$ cat src/dfs_pkg.sv
// Package for the delimited field selector: item types, queue entry,
// configuration bundle and shared constants. No dependencies.

package dfs_pkg;

  localparam int unsigned MaxFields    = 99;
  localparam int unsigned NoSelectFrom = 100;
  localparam int unsigned QueueDepth   = 4;
  localparam int unsigned FieldNumW    = 7;
  localparam int unsigned MaskHighW    = 35;
  localparam int unsigned MaskW        = 64 + MaskHighW;

  localparam logic [7:0]           NewlineByte      = 8'd10;
  localparam logic [7:0]           DefaultDelimiter = 8'd9;
  localparam logic [FieldNumW-1:0] FieldSat         = 7'd127;
  localparam logic [FieldNumW-1:0] FirstField       = 7'd1;

  typedef enum logic [1:0] {
    RegDelimiter = 2'd0,
    RegMaskLow   = 2'd1,
    RegMaskHigh  = 2'd2,
    RegUnused    = 2'd3
  } reg_index_e;

  typedef struct packed {
    logic [7:0] in_byte;
    logic       end_of_input;
  } in_item_t;

  typedef struct packed {
    logic [7:0] out_byte;
    logic       last_of_run;
  } out_item_t;

  typedef struct packed {
    logic       two_bytes;
    logic [7:0] first_byte;
    logic [7:0] second_byte;
  } entry_t;

  typedef struct packed {
    logic [7:0]           delimiter;
    logic [63:0]          mask_low;
    logic [MaskHighW-1:0] mask_high;
  } cfg_t;

endpackage

$ cat src/delimited_field_selector.sv
// Top level of the delimited field selector: configuration registers,
// front part, request queue and back part. Depends on dfs_pkg and on
// dfs_front, dfs_queue and dfs_back.
//
// Usage: text bytes enter on the in channel (in_valid_i, in_data_i,
// in_stall_o); selected field bytes, separators and newlines leave on the
// out channel (out_valid_o, out_data_o, out_stall_i). An item is taken on a
// clock edge with valid high and stall low. Each input byte yields zero,
// one or two output bytes; last_of_run marks the final byte of an input.
// Throughput: one input byte and one output byte per cycle while the queue
// is not full and the output is not stalled. A byte that starts a selected
// field after an earlier printed field emits a separator and the byte; the
// request queue absorbs this. An accepted byte passes through the request
// queue and the output register before it shows at the output.
// in_stall_o rises only when the request queue is full, which happens when
// the receiver stalls or two-byte requests pile up. A stalled output holds.
// Reset clears line state, empties the queue and restores the delimiter to
// tab and both field masks to zero. The APB port writes registers at byte
// addresses 0 (delimiter), 8 (mask of fields 1-64), 16 (fields 65-99).

module delimited_field_selector
  import dfs_pkg::*;
#(
  parameter int unsigned QDepth = QueueDepth
) (
  input  logic        clk_i,
  input  logic        rst_ni,
  input  logic        psel,
  input  logic        penable,
  input  logic        pwrite,
  input  logic [4:0]  paddr,
  input  logic [63:0] pwdata,
  output logic [63:0] prdata,
  output logic        pready,
  input  logic        in_valid_i,
  input  in_item_t    in_data_i,
  output logic        in_stall_o,
  output logic        out_valid_o,
  output out_item_t   out_data_o,
  input  logic        out_stall_i
);

  cfg_t       cfg_q;
  reg_index_e reg_idx;
  logic       wr_en;
  logic       push;
  entry_t     push_data;
  logic       q_pop, q_valid, q_full;
  entry_t     q_head;

  assign pready  = 1'b1;
  assign reg_idx = reg_index_e'(paddr[4:3]);
  assign wr_en   = psel && penable && pwrite && pready;

  always_comb begin
    unique case (reg_idx)
      RegDelimiter: prdata = {56'd0, cfg_q.delimiter};
      RegMaskLow:   prdata = cfg_q.mask_low;
      RegMaskHigh:  prdata = {{(64 - MaskHighW){1'b0}}, cfg_q.mask_high};
      default:      prdata = '0;
    endcase
  end

  always_ff @(posedge clk_i or negedge rst_ni) begin
    if (!rst_ni) begin
      cfg_q.delimiter <= DefaultDelimiter;
      cfg_q.mask_low  <= '0;
      cfg_q.mask_high <= '0;
    end else if (wr_en) begin
      unique case (reg_idx)
        RegDelimiter: cfg_q.delimiter <= pwdata[7:0];
        RegMaskLow:   cfg_q.mask_low  <= pwdata;
        RegMaskHigh:  cfg_q.mask_high <= pwdata[MaskHighW-1:0];
        default: begin
        end
      endcase
    end
  end

  dfs_front u_front (
    .clk_i       (clk_i),
    .rst_ni      (rst_ni),
    .cfg_i       (cfg_q),
    .in_valid_i  (in_valid_i),
    .in_data_i   (in_data_i),
    .in_stall_o  (in_stall_o),
    .q_full_i    (q_full),
    .push_o      (push),
    .push_data_o (push_data)
  );

  dfs_queue #(
    .Depth (QDepth)
  ) u_queue (
    .clk_i       (clk_i),
    .rst_ni      (rst_ni),
    .push_i      (push),
    .push_data_i (push_data),
    .pop_i       (q_pop),
    .valid_o     (q_valid),
    .head_o      (q_head),
    .full_o      (q_full)
  );

  dfs_back u_back (
    .clk_i       (clk_i),
    .rst_ni      (rst_ni),
    .q_valid_i   (q_valid),
    .q_head_i    (q_head),
    .q_pop_o     (q_pop),
    .out_valid_o (out_valid_o),
    .out_data_o  (out_data_o),
    .out_stall_i (out_stall_i)
  );

endmodule

$ cat src/dfs_front.sv
// Front part of the field selector: accepts bytes, tracks line and field
// state and pushes one queue request per item that emits output.
// Depends on dfs_pkg.

module dfs_front
  import dfs_pkg::*;
(
  input  logic     clk_i,
  input  logic     rst_ni,
  input  cfg_t     cfg_i,
  input  logic     in_valid_i,
  input  in_item_t in_data_i,
  output logic     in_stall_o,
  input  logic     q_full_i,
  output logic     push_o,
  output entry_t   push_data_o
);

  logic [FieldNumW-1:0] field_number_q, field_number_d;
  logic                 printed_any_q, printed_any_d;
  logic                 field_has_char_q, field_has_char_d;
  logic                 line_has_byte_q, line_has_byte_d;

  logic                 accept;
  logic                 selected;
  logic                 emit;
  logic [FieldNumW-1:0] sel_idx;
  logic [MaskW-1:0]     mask_all;

  assign in_stall_o = q_full_i;
  assign accept     = in_valid_i && !q_full_i;
  assign mask_all   = {cfg_i.mask_high, cfg_i.mask_low};
  assign sel_idx    = field_number_q - FirstField;

  always_comb begin
    selected = 1'b0;
    if (field_number_q >= FirstField &&
        field_number_q <= FieldNumW'(MaxFields) &&
        field_number_q < FieldNumW'(NoSelectFrom) &&
        sel_idx < FieldNumW'(MaskW)) begin
      selected = mask_all[sel_idx];
    end
  end

  always_comb begin
    field_number_d   = field_number_q;
    printed_any_d    = printed_any_q;
    field_has_char_d = field_has_char_q;
    line_has_byte_d  = line_has_byte_q;
    emit             = 1'b0;
    push_data_o      = '{two_bytes: 1'b0, first_byte: NewlineByte,
                         second_byte: in_data_i.in_byte};
    if (in_data_i.end_of_input || in_data_i.in_byte == NewlineByte) begin
      emit             = in_data_i.end_of_input ? line_has_byte_q : 1'b1;
      field_number_d   = FirstField;
      printed_any_d    = 1'b0;
      field_has_char_d = 1'b0;
      line_has_byte_d  = 1'b0;
    end else if (in_data_i.in_byte == cfg_i.delimiter) begin
      if (selected && !field_has_char_q) begin
        emit          = printed_any_q;
        printed_any_d = 1'b1;
      end
      push_data_o.first_byte = cfg_i.delimiter;
      if (field_number_q < FieldSat) begin
        field_number_d = field_number_q + FirstField;
      end
      field_has_char_d = 1'b0;
      line_has_byte_d  = 1'b1;
    end else begin
      if (selected) begin
        emit                   = 1'b1;
        push_data_o.two_bytes  = !field_has_char_q && printed_any_q;
        push_data_o.first_byte = (!field_has_char_q && printed_any_q) ?
                                 cfg_i.delimiter : in_data_i.in_byte;
        printed_any_d          = 1'b1;
      end
      field_has_char_d = 1'b1;
      line_has_byte_d  = 1'b1;
    end
  end

  assign push_o = accept && emit;

  always_ff @(posedge clk_i or negedge rst_ni) begin
    if (!rst_ni) begin
      field_number_q   <= FirstField;
      printed_any_q    <= 1'b0;
      field_has_char_q <= 1'b0;
      line_has_byte_q  <= 1'b0;
    end else if (accept) begin
      field_number_q   <= field_number_d;
      printed_any_q    <= printed_any_d;
      field_has_char_q <= field_has_char_d;
      line_has_byte_q  <= line_has_byte_d;
    end
  end

endmodule

$ cat src/dfs_queue.sv
// Short request queue between the front and back parts of the field
// selector. Depends on dfs_pkg for the entry type.

module dfs_queue
  import dfs_pkg::*;
#(
  parameter int unsigned Depth = QueueDepth
) (
  input  logic   clk_i,
  input  logic   rst_ni,
  input  logic   push_i,
  input  entry_t push_data_i,
  input  logic   pop_i,
  output logic   valid_o,
  output entry_t head_o,
  output logic   full_o
);

  localparam int unsigned AddrW  = (Depth > 1) ? $clog2(Depth) : 1;
  localparam int unsigned CountW = $clog2(Depth + 1);

  entry_t             mem_q [Depth];
  logic [AddrW-1:0]   wr_ptr_q, rd_ptr_q;
  logic [CountW-1:0]  count_q, count_d;
  logic               do_pop;

  assign valid_o = count_q != '0;
  assign full_o  = count_q == CountW'(Depth);
  assign head_o  = mem_q[rd_ptr_q];
  assign do_pop  = pop_i && valid_o;

  always_comb begin
    count_d = count_q;
    if (push_i && !do_pop) begin
      count_d = count_q + CountW'(1);
    end else if (do_pop && !push_i) begin
      count_d = count_q - CountW'(1);
    end
  end

  always_ff @(posedge clk_i) begin
    if (push_i) begin
      mem_q[wr_ptr_q] <= push_data_i;
    end
  end

  always_ff @(posedge clk_i or negedge rst_ni) begin
    if (!rst_ni) begin
      wr_ptr_q <= '0;
      rd_ptr_q <= '0;
      count_q  <= '0;
    end else begin
      count_q <= count_d;
      if (push_i) begin
        wr_ptr_q <= (wr_ptr_q == AddrW'(Depth - 1)) ? '0 : wr_ptr_q + AddrW'(1);
      end
      if (do_pop) begin
        rd_ptr_q <= (rd_ptr_q == AddrW'(Depth - 1)) ? '0 : rd_ptr_q + AddrW'(1);
      end
    end
  end

`ifndef NO_ASSERTIONS
  a_no_push_full: assert property (@(posedge clk_i) disable iff (!rst_ni)
    full_o |-> !(push_i && !do_pop))
    else $error("queue push while full");
  a_count_range: assert property (@(posedge clk_i) disable iff (!rst_ni)
    count_q <= CountW'(Depth))
    else $error("queue count out of range");
`endif

endmodule

$ cat src/dfs_back.sv
// Back part of the field selector: drains queue requests into the output
// register, one byte per cycle while the output is not stalled, marking
// the last byte of each request. Depends on dfs_pkg.

module dfs_back
  import dfs_pkg::*;
(
  input  logic      clk_i,
  input  logic      rst_ni,
  input  logic      q_valid_i,
  input  entry_t    q_head_i,
  output logic      q_pop_o,
  output logic      out_valid_o,
  output out_item_t out_data_o,
  input  logic      out_stall_i
);

  logic      out_valid_q;
  out_item_t out_q, out_d;
  logic      phase_q, phase_d;
  logic      load;

  assign load = q_valid_i && (!out_valid_q || !out_stall_i);

  always_comb begin
    phase_d = phase_q;
    q_pop_o = 1'b0;
    out_d   = out_q;
    if (load) begin
      if (q_head_i.two_bytes && !phase_q) begin
        out_d   = '{out_byte: q_head_i.first_byte, last_of_run: 1'b0};
        phase_d = 1'b1;
      end else begin
        out_d   = '{out_byte: phase_q ? q_head_i.second_byte : q_head_i.first_byte,
                    last_of_run: 1'b1};
        phase_d = 1'b0;
        q_pop_o = 1'b1;
      end
    end
  end

  always_ff @(posedge clk_i) begin
    out_q <= out_d;
  end

  always_ff @(posedge clk_i or negedge rst_ni) begin
    if (!rst_ni) begin
      out_valid_q <= 1'b0;
      phase_q     <= 1'b0;
    end else begin
      phase_q <= phase_d;
      if (load) begin
        out_valid_q <= 1'b1;
      end else if (!out_stall_i) begin
        out_valid_q <= 1'b0;
      end
    end
  end

  assign out_valid_o = out_valid_q;
  assign out_data_o  = out_q;

`ifndef NO_ASSERTIONS
  a_phase_pending: assert property (@(posedge clk_i) disable iff (!rst_ni)
    phase_q |-> (q_valid_i && out_valid_q && !out_q.last_of_run))
    else $error("second byte pending without its request");
`endif

endmodule

$ cat config.mk
export PLATFORM = sky130hd
export DESIGN_NAME = delimited_field_selector
export DESIGN_NICKNAME = d
export VERILOG_FILES = /design/src/dfs_pkg.sv /design/src/delimited_field_selector.sv /design/src/dfs_front.sv /design/src/dfs_queue.sv /design/src/dfs_back.sv
export SDC_FILE = /design/constraint.sdc
export NUM_CORES = 1
export LEC_CHECK = 0
export BUFFER_PORTS_ARGS = -buffer_cell sky130_fd_sc_hd__buf_2
export CAP_MARGIN = 20
export CORE_ASPECT_RATIO = 0.5
export CORE_MARGIN = 5
export CORE_UTILIZATION = 43
export CTS_CLUSTER_SIZE = 20
export DETAILED_ROUTE_END_ITERATION = 6
export HOLD_SLACK_MARGIN = 0.02
export PLACE_DENSITY = 0.7
export SYNTH_ARGS = -nofsm -noshare
export SYNTH_HDL_FRONTEND = slang
export SYNTH_SLANG_ARGS = --single-unit
$ cat constraint.sdc
create_clock -name clk_i -period 4.85 [get_ports clk_i]
set_input_delay 0.2425 -clock clk_i [delete_from_list [all_inputs] [get_ports clk_i]]
set_output_delay 0.2425 -clock clk_i [all_outputs]
set_load 0.005 [all_outputs]
==> flow_summary.html, run 1 <==
<table>
<tr><th>Metric</th><th>Value</th></tr>
<tr><th colspan="2">Synth</th></tr>
<tr><td>Top FF cell, synth</td><td>dfrtp_1</td></tr>
<tr><td>Post-synthesis async set-or-reset flop share</td><td>between 60 and 70%</td></tr>
<tr><td>Post-Synthesis Net Count</td><td>between 700 and 800</td></tr>
<tr><td>Count of flip-flops with a built-in enable after synthesis</td><td>77</td></tr>
<tr><td>Gate Count Post-Synth</td><td>657</td></tr>
<tr><td>Top cell types by occurrence after synthesis</td><td>123 x dfrtp_1, 120 x mux2_2, 77 x edfxtp_1, 38 x mux4_2</td></tr>
<tr><td>Number of synthesis warnings</td><td>0</td></tr>
<tr><td>Yosys top cell area share</td><td>31.4%</td></tr>
<tr><td>Sequential-to-total area share from yosys stat</td><td>55.8%</td></tr>
<tr><td>Mean cell area of the mapped netlist</td><td>14.9 sq um</td></tr>
<tr><td>Number of distinct library cells after synthesis</td><td>62</td></tr>
<tr><td>Number of synthesized register bits</td><td>about 200</td></tr>
<tr><td>Top-count cell post-synth</td><td>dfrtp_1</td></tr>
<tr><td>Cell accounting for the most synthesized area</td><td>dfrtp_1</td></tr>
<tr><td>Netlist area before placement</td><td>a little under 10000 sq um</td></tr>
<tr><td>Cell types with the largest area share after synthesis</td><td>dfrtp_1 31%, edfxtp_1 24%, mux2_2 14%</td></tr>
<tr><th colspan="2">Layout</th></tr>
<tr><td>Layout fillers</td><td>1875</td></tr>
<tr><td>Diodes inserted</td><td>0</td></tr>
<tr><td>Area occupied by multi-input gates</td><td>between 4000 and 5000 sq um</td></tr>
<tr><td>Fraction of layout cells with a size suffix above 1</td><td>between 40 and 50%</td></tr>
<tr><td>Fin util</td><td>53.6%</td></tr>
<tr><td>Synth-to-layout area growth</td><td>23.6%</td></tr>
<tr><td>Sequential cell area</td><td>about 5500 sq um</td></tr>
<tr><td>Final layout net count</td><td>~970</td></tr>
<tr><th colspan="2">Worst setup path</th></tr>
<tr><td>Launch point of the worst path</td><td>u_front.field_number_q[1]</td></tr>
<tr><td>Terminus of the critical flop-to-flop path</td><td>u_queue.count_q[1]</td></tr>
<tr><td>Type of element launching the critical path</td><td>flop</td></tr>
<tr><td>Internal reg-to-reg setup slack</td><td>0.41 ns</td></tr>
<tr><td>Worst Path Required</td><td>around 5.2 ns</td></tr>
<tr><td>CP max FO</td><td>15</td></tr>
<tr><td>Critical path arrival</td><td>4.81 ns</td></tr>
<tr><td>Worst setup EP type</td><td>flop</td></tr>
<tr><td>Critical path start-end classification</td><td>flop to flop</td></tr>
<tr><td>Worst Reg2Reg Path Length in Cells</td><td>13</td></tr>
<tr><td>Startpoint of the lowest-slack register-to-register path</td><td>u_front.field_number_q[1]</td></tr>
<tr><th colspan="2">Clock tree</th></tr>
<tr><td>CTS clk-pin slew, worst paths</td><td>approximately 0.070 ns</td></tr>
<tr><td>Number of gates resized after CTS</td><td>0</td></tr>
<tr><td>TritonCTS clock tree</td><td>done</td></tr>
<tr><td># Post-CTS Setup Buffers</td><td>0</td></tr>
<tr><td>Clock latency on the worst-skew pair</td><td>0.49 ns</td></tr>
<tr><td>Clock Sink Count</td><td>between 200 and 250</td></tr>
<tr><td>Total number of H-tree levels</td><td>1</td></tr>
<tr><td>Number of buffers on the longest clock path</td><td>3</td></tr>
<tr><td>Clock buffer count from CTS</td><td>20</td></tr>
<tr><td>Hold-fix buffers, CTS</td><td>62</td></tr>
<tr><td>CTS root buffer</td><td>clkbuf_16</td></tr>
<tr><th colspan="2">Route</th></tr>
<tr><td>DRT Pass-1 Iters</td><td>5</td></tr>
<tr><td>Average via count per standard cell</td><td>between 5 and 6</td></tr>
<tr><td>Final routed DRC violation total</td><td>0</td></tr>
<tr><td>Detailed-route wire length per cell</td><td>between 15 and 20 microns</td></tr>
<tr><td>Count of antenna-violating nets left after detailed routing</td><td>0</td></tr>
<tr><td>Detailed-route wire length</td><td>23400 microns</td></tr>
<tr><td>Detailed-route via count</td><td>6381</td></tr>
<tr><td>Drt initial violations</td><td>roughly 380</td></tr>
<tr><th colspan="2">Power and ir drop</th></tr>
<tr><td>Leakage</td><td>0.00512 uW</td></tr>
<tr><td>Clock Power Share</td><td>23.1%</td></tr>
<tr><td>Net switching power</td><td>slightly above 2000 uW</td></tr>
<tr><td>Part of the power in combinational logic</td><td>between 30% and 40%</td></tr>
<tr><td>PwrDens</td><td>534 nW/um^2</td></tr>
<tr><td>VDD IR-drop max</td><td>0.267 mV</td></tr>
<tr><td>Total power after layout</td><td>6470 uW</td></tr>
<tr><td>Switch share</td><td>31.8%</td></tr>
<tr><td>Int Pwr</td><td>about 4400 uW</td></tr>
<tr><td>Share of power burned in registers</td><td>~40%</td></tr>
<tr><th colspan="2">Job</th></tr>
<tr><td>MaxCap Viol Count</td><td>0</td></tr>
<tr><th colspan="2">Hold path</th></tr>
<tr><td>Startpoint of the worst hold path</td><td>pwdata[4]</td></tr>
<tr><td>Worst min-delay path class</td><td>input port to flop</td></tr>
<tr><td>Capture endpoint of the worst hold path</td><td>cfg_q[39]</td></tr>
<tr><td>Hold depth</td><td>2</td></tr>
<tr><th colspan="2">GRT</th></tr>
<tr><td>Number of antenna violations at the first check in global routing</td><td>0</td></tr>
<tr><td>Vias in the first global route</td><td>6695</td></tr>
<tr><td>Maximum number of pins on one net before global-route repair</td><td>74</td></tr>
<tr><td>Global route overflow</td><td>0</td></tr>
<tr><td>GRT Total Usage</td><td>17.9%</td></tr>
<tr><td>Wire length of the first global-routing pass</td><td>~37000 microns</td></tr>
<tr><th colspan="2">Place</th></tr>
<tr><td>Number of buffers inserted by port buffering</td><td>156</td></tr>
<tr><td>Worst Setup Slack post-DPL</td><td>approximately 0.46 ns</td></tr>
<tr><td>Routability congestion estimate</td><td>approximately 0.83</td></tr>
<tr><td>DP Wirelength</td><td>roughly 16000 microns</td></tr>
<tr><th colspan="2">Timing</th></tr>
<tr><td>FMAX</td><td>225 MHz</td></tr>
<tr><td>Share of the cycle needed by the critical path after routing</td><td>between 90% and 100%</td></tr>
<tr><td>Setup TNS</td><td>0 ns</td></tr>
<tr><td>Transition time at the pin with the least slew margin</td><td>0.962 ns</td></tr>
<tr><td>Hold Fails Final Rpt</td><td>0</td></tr>
<tr><td>Count of endpoints failing setup in the final report</td><td>0</td></tr>
<tr><td>Final WS setup</td><td>slightly above 0.4 ns</td></tr>
<tr><td>Max-slew violations</td><td>0</td></tr>
<tr><td>Time the final worst path needs with I/O delays and setup</td><td>4.44 ns</td></tr>
<tr><td>Worst max-slew margin expressed relative to the limit</td><td>35.9%</td></tr>
<tr><td>Setup repair after global routing missed its margin</td><td>false</td></tr>
<tr><td>Maximum clock skew at final layout</td><td>0.0142 ns</td></tr>
<tr><th colspan="2">Die</th></tr>
<tr><td>DIE AREA</td><td>around 26000 sq um</td></tr>
<tr><td>Site row count</td><td>39</td></tr>
<tr><td>Core area</td><td>22600 sq um</td></tr>
<tr><td>Die Span X</td><td>224 microns</td></tr>
<tr><td>Die height</td><td>roughly 120 microns</td></tr>
<tr><td>Starting density of the core</td><td>43.3%</td></tr>
<tr><td>Top-Level Pins</td><td>161</td></tr>
<tr><th colspan="2">Outcome</th></tr>
<tr><td>Result of the run</td><td>complete, no violations</td></tr>
</table>
==> layout by cell type (no fill, tap or decap), drive strengths merged, types with 2 or more instances in the layout <==
cell type and count:
clkbuf 30, clkinv 5, xor2 9, mux4 40, nor2b 2, xnor2 15, nand3b 2, mux2 122
nor4 3, a22oi 3, nand2b 2, nor3 7, nand3 7, and2 33, a21oi 6, nor2 13
dlygate4sd3 62, nand2 23, nand4 8, and4 3, dfrtp 123, ha 9, inv 12, nor3b 2
edfxtp 77, buf 172, mux2i 22, a22o 33, o21ai 17, dfstp 3
==> worst max-delay path: stages, from the launching register on <==
cell and delay, ns:
dfrtp_1 0.49, inv_1 0.14, ha_2 0.63, buf_4 0.27, mux4_2 0.35, mux2_2 0.28, or3_1 0.32, a311o_1 0.37
a41oi_2 0.30, nor3_4 0.10, ha_1 0.26, inv_1 0.09, fa_1 0.42, mux2_2 0.27
==> layout make-up <==
| class | count | area share, % |
|---|---|---|
| well taps | 307 | 3.17 |
| clock inverters | 6 | 0.433 |
| flip-flops and latches | 203 | 45.1 |
| repair buffers | 234 | 12.6 |
| multi-input cells | 400 | 33.7 |
| clock buffers | 30 | 4.69 |
| inverters | 12 | 0.371 |
==> metal layers <==
metal  vias up  wire (microns)  global-route usage, %
met2       143           11700                   31.2
met5         -               0                      0
met3        41             929                   2.87
li1       2931               -                      -
met1      3266           10200                   24.0
met4         0             534                   4.45
==> power groups by stage <==
stage	logic [uW]	clock network, uW	registers [uW]
final	2380	1490	2600
after CTS	2400	1530	2600
after floorplan	1810	0	2500
after detailed placement	2340	0	2640
after global routing	2590	1610	2660
after global placement	2280	0	2610
==> kinds of logic (layout without fill, tap and decap cells) <==
| family | after synthesis | in the layout | synth area share (%) |
|---|---|---|---|
| AND/OR/NAND/NOR | 110 | 110 | 6.62 |
| adder cells (fa/ha/maj) | 10 | 10 | 1.35 |
| XOR/XNOR | 24 | 24 | 2.30 |
| multiplexers | 184 | 184 | 25.6 |
| buffers and inverters | 54 | 282 | 2.78 |
| flip-flops | 203 | 203 | 55.8 |
| other | 1 | 1 | 0.0382 |
| AO/OA/AOI/OAI | 71 | 71 | 5.57 |
==> flip-flops by register name, indices dropped and copies added, names as in the netlist, 2 cells and up <==
name	count
u_queue.wr_ptr_q	2
cfg_q	107
u_back.out_data_o	9
u_queue.count_q	3
u_queue.mem_q	68
u_front.field_number_q	7
u_queue.rd_ptr_q	2
==> worst max-delay path by stage <==
stage          slack, ns  cells after the start                  to
6_report            0.41                     13  u_queue.count_q[1]
5_1_grt             0.20                     13  u_queue.count_q[1]
4_1_cts             0.40                     13  u_queue.count_q[1]
3_5_place_dp        0.46                     13  u_queue.count_q[1]
3_3_place_gp        0.57                     13  u_queue.count_q[1]
2_1_floorplan       0.88                     18  u_queue.count_q[2]
==> through the flow <==
stage	instance area [sq um]	hold WS, ns	std cells
6_report	12100	0.0378	1192
5_1_grt	12100	0.0252	1192
4_1_cts	12100	0.0207	1192
3_5_place_dp	10900	0.449	1094
3_3_place_gp	10900	0.447	1094
2_1_floorplan	9810	-0.0531	657
(Power assumes the default switching activity.)
==> run 2: changes to the inputs <==
--- a/config.mk
+++ b/config.mk
@@ -10,10 +10,11 @@
 export CORE_ASPECT_RATIO = 0.5
 export CORE_MARGIN = 5
 export CORE_UTILIZATION = 43
+export CTS_CLUSTER_DIAMETER = 60
 export CTS_CLUSTER_SIZE = 20
 export DETAILED_ROUTE_END_ITERATION = 6
 export HOLD_SLACK_MARGIN = 0.02
-export PLACE_DENSITY = 0.7
+export PLACE_DENSITY = 0.72
 export SYNTH_ARGS = -nofsm -noshare
 export SYNTH_HDL_FRONTEND = slang
 export SYNTH_SLANG_ARGS = --single-unit
==> run 2 against run 1 <==
Clock power down 19%. First-iteration DRC count up 1.6%. Sequential cell count unchanged. Worst hold slack worse by 0.0046 ns. Via count down 1.3%. Combinational power down 3%. Cell count down 1.8%. Sequential power about the same. Sequential share of layout area up 1.0 points. Utilization down 1.2 points. Critical path depth up 3.
==> flow_summary.html, run 2 (synthesis gave the netlist of run 1 again) <==
<table>
<tr><th>Metric</th><th>Value</th></tr>
<tr><th colspan="2">Clock tree</th></tr>
<tr><td>Total number of H-tree levels</td><td>1</td></tr>
<tr><td>Clock latency on the worst-skew pair</td><td>0.48 ns</td></tr>
<tr><td>CTS clk-pin slew, worst paths</td><td>0.08 ns</td></tr>
<tr><td>Clock buffer count from CTS</td><td>14</td></tr>
<tr><td>Clock Sink Count</td><td>203</td></tr>
<tr><td>Number of buffers on the longest clock path</td><td>3</td></tr>
<tr><td># Post-CTS Setup Buffers</td><td>0</td></tr>
<tr><td>TritonCTS clock tree</td><td>done</td></tr>
<tr><td>Number of gates resized after CTS</td><td>0</td></tr>
<tr><td>CTS root buffer</td><td>clkbuf_16</td></tr>
<tr><th colspan="2">Layout</th></tr>
<tr><td>Register containing the most flip-flops in the final layout</td><td>cfg_q</td></tr>
<tr><td>Commonest non-fill, non-tap cell in the layout</td><td>buf_2</td></tr>
<tr><td>Top library cells by usage in the layout, fill and taps aside</td><td>155 x buf_2, 123 x dfrtp_1, 120 x mux2_2</td></tr>
<tr><td>Number of flip-flops under the largest register name</td><td>107</td></tr>
<tr><td>Total non-filler cell area in the finished layout</td><td>11900 sq um</td></tr>
<tr><td>Fin util</td><td>52.4%</td></tr>
<tr><td>Area occupied by multi-input gates</td><td>4080 sq um</td></tr>
<tr><td>Synth-to-layout area growth</td><td>20.9%</td></tr>
<tr><td>Diodes inserted</td><td>0</td></tr>
<tr><td>Final layout net count</td><td>950</td></tr>
<tr><td>Sequential cell area</td><td>5470 sq um</td></tr>
<tr><td>Layout fillers</td><td>around 1900</td></tr>
<tr><td>Fraction of layout cells with a size suffix above 1</td><td>42.8%</td></tr>
<tr><th colspan="2">Power and ir drop</th></tr>
<tr><td>PwrDens</td><td>slightly above 500 nW/um^2</td></tr>
<tr><td>Net switching power</td><td>roughly 2000 uW</td></tr>
<tr><td>Part of the power in combinational logic</td><td>a little under two fifths</td></tr>
<tr><td>Int Pwr</td><td>4130 uW</td></tr>
<tr><td>Share of power burned in registers</td><td>42.4%</td></tr>
<tr><td>Clock Power Share</td><td>19.8%</td></tr>
<tr><td>Leakage</td><td>0.00498 uW</td></tr>
<tr><td>Switch share</td><td>roughly 32%</td></tr>
<tr><td>VDD IR-drop max</td><td>0.240 mV</td></tr>
<tr><th colspan="2">Die</th></tr>
<tr><td>Starting density of the core</td><td>a little over two fifths</td></tr>
<tr><td>Die Span X</td><td>approximately 220 microns</td></tr>
<tr><td>DIE AREA</td><td>26100 sq um</td></tr>
<tr><td>Core area</td><td>around 23000 sq um</td></tr>
<tr><td>Top-Level Pins</td><td>161</td></tr>
<tr><td>Site row count</td><td>39</td></tr>
<tr><td>Die height</td><td>between 100 and 150 microns</td></tr>
<tr><th colspan="2">Timing</th></tr>
<tr><td>Final WS setup</td><td>between 0.6 and 0.7 ns</td></tr>
<tr><td>Setup repair after global routing missed its margin</td><td>false</td></tr>
<tr><td>Time the final worst path needs with I/O delays and setup</td><td>roughly 4.2 ns</td></tr>
<tr><td>Setup TNS</td><td>0 ns</td></tr>
<tr><td>Share of the cycle needed by the critical path after routing</td><td>87.6%</td></tr>
<tr><td>FMAX</td><td>between 200 and 250 MHz</td></tr>
<tr><td>Hold Fails Final Rpt</td><td>0</td></tr>
<tr><td>Transition time at the pin with the least slew margin</td><td>just under 1 ns</td></tr>
<tr><td>Worst hold margin</td><td>between 0.03 and 0.04 ns</td></tr>
<tr><td>Worst max-slew margin expressed relative to the limit</td><td>35.9%</td></tr>
<tr><td>Max-slew violations</td><td>0</td></tr>
<tr><td>Maximum clock skew at final layout</td><td>about 0.010 ns</td></tr>
<tr><td>Count of endpoints failing setup in the final report</td><td>0</td></tr>
<tr><th colspan="2">Worst setup path</th></tr>
<tr><td>CP max FO</td><td>18</td></tr>
<tr><td>Critical path, cell by cell</td><td>inv_1 &gt; ha_2 &gt; buf_4 &gt; mux2i_1 &gt; mux4_2 &gt; mux2i_1 &gt; o21ai_0 &gt; a311oi_2 &gt; a41oi_2 &gt; nor3_4 &gt; ha_1 &gt; inv_1 &gt; fa_1 &gt; xor2_1 &gt; nor2_1 &gt; xor2_1</td></tr>
<tr><td>Worst setup EP type</td><td>flop</td></tr>
<tr><td>Worst Path Required</td><td>5.25 ns</td></tr>
<tr><td>Crit path largest cell delay</td><td>around 0.5 ns</td></tr>
<tr><td>Sum of buffers and inverters on the critical path</td><td>3</td></tr>
<tr><td>Critical path arrival</td><td>4.65 ns</td></tr>
<tr><td>Internal reg-to-reg setup slack</td><td>slightly above 0.6 ns</td></tr>
<tr><td>Delay-heaviest family, CP</td><td>adder cells</td></tr>
<tr><td>Library cell contributing the largest single delay on the critical path</td><td>dfrtp_1</td></tr>
<tr><td>Type of element launching the critical path</td><td>flop</td></tr>
<tr><td>Critical path start-end classification</td><td>flop to flop</td></tr>
<tr><th colspan="2">GRT</th></tr>
<tr><td>Met2 capacity usage during global routing</td><td>31.3%</td></tr>
<tr><td>Global Route met3 Usage</td><td>2.19%</td></tr>
<tr><td>Number of antenna violations at the first check in global routing</td><td>0</td></tr>
<tr><td>Routing layer with the top usage in global route</td><td>met2</td></tr>
<tr><td>Global route overflow</td><td>0</td></tr>
<tr><td>Vias in the first global route</td><td>between 6000 and 7000</td></tr>
<tr><td>Maximum number of pins on one net before global-route repair</td><td>76</td></tr>
<tr><td>Wire length of the first global-routing pass</td><td>36600 microns</td></tr>
<tr><td>GRT Total Usage</td><td>17.5%</td></tr>
<tr><td>Met1 capacity usage during global routing</td><td>22.7%</td></tr>
<tr><th colspan="2">Route</th></tr>
<tr><td>DRT Pass-1 Iters</td><td>4</td></tr>
<tr><td>Detailed-route wire length per cell</td><td>19.8 microns</td></tr>
<tr><td>Drt initial violations</td><td>about 390</td></tr>
<tr><td>Average via count per standard cell</td><td>5.38</td></tr>
<tr><td>Detailed-route wire length</td><td>23200 microns</td></tr>
<tr><td>Detailed-route via count</td><td>6298</td></tr>
<tr><td>Final routed DRC violation total</td><td>0</td></tr>
<tr><td>Count of antenna-violating nets left after detailed routing</td><td>0</td></tr>
<tr><th colspan="2">Hold path</th></tr>
<tr><td>Worst min-delay path class</td><td>input port to flop</td></tr>
<tr><th colspan="2">Job</th></tr>
<tr><td>MaxCap Viol Count</td><td>0</td></tr>
<tr><th colspan="2">Outcome</th></tr>
<tr><td>Result of the run</td><td>complete, no violations</td></tr>
<tr><th colspan="2">Place</th></tr>
<tr><td>Placed Instance Area</td><td>10800 sq um</td></tr>
<tr><td>Worst Setup Slack post-DPL</td><td>0.590 ns</td></tr>
<tr><td>Routability congestion estimate</td><td>approximately 0.83</td></tr>
<tr><td>Number of buffers inserted by port buffering</td><td>156</td></tr>
<tr><td>DP Wirelength</td><td>15500 microns</td></tr>
</table>
==> run 2: worst register-to-register path, stage by stage (launching register included) <==
cell and delay (ns):
dfrtp_1 0.50, inv_1 0.15, ha_2 0.36, buf_4 0.29, mux2i_1 0.14, mux4_2 0.49, mux2i_1 0.14, o21ai_0 0.13
a311oi_2 0.37, a41oi_2 0.21, nor3_4 0.32, ha_1 0.24, inv_1 0.06, fa_1 0.37, xor2_1 0.17, nor2_1 0.11
xor2_1 0.14
==> run 2: area by class of cell <==
type	count	share of cell area (%)
flip-flops and latches	203	46.1
multi-input cells	400	34.4
repair buffers	224	12.1
clock buffers	23	3.67
well taps	307	3.24
inverters	12	0.380
clock inverters	1	0.0633
==> run 2: power groups by stage <==
stage          Clock (uW)  Combinational, uW  Sequential (uW)
4_1_cts              1240               2350             2600
3_5_place_dp            0               2300             2630
6_report             1210               2310             2590
2_1_floorplan           0               1810             2500
3_3_place_gp            0               2250             2610
5_1_grt              1300               2530             2650
==> run 2: final timing paths <==
path / cells past startpoint / start / end
hold / removal: 2 / pwdata[6] / cfg_q[6]
hold reg to reg: 2 / u_back.out_valid_o / u_back.out_valid_o
setup reg to reg: 16 / u_front.field_number_q[1] / u_queue.count_q[2]
min in group asynchronous: 2 / rst_ni / cfg_q[77]
setup / recovery: 16 / u_front.field_number_q[1] / u_queue.count_q[2]
max in group asynchronous: 3 / rst_ni / u_back.out_valid_o
==> run 2: timing repair <==
item	4_1_cts	5_1_grt
endpoints found under the setup margin	0	0
hold buffers	57	0
hold endpoints to repair	153	0
==> run 2: stage by stage <==
| stage | power, uW | instances |
|---|---|---|
| global placement | 4860 | 1089 |
| CTS | 6190 | 1170 |
| global route | 6480 | 1170 |
| finish | 6120 | 1170 |
| detailed placement | 4930 | 1089 |
| floorplan | 4300 | 657 |
==> run 2: per-layer routing <==
layer | up-vias | wire length (microns)
met5 | - | 0
met4 | 0 | 793
met3 | 57 | 758
met2 | 144 | 11700
met1 | 3228 | 9940
li1 | 2869 | -
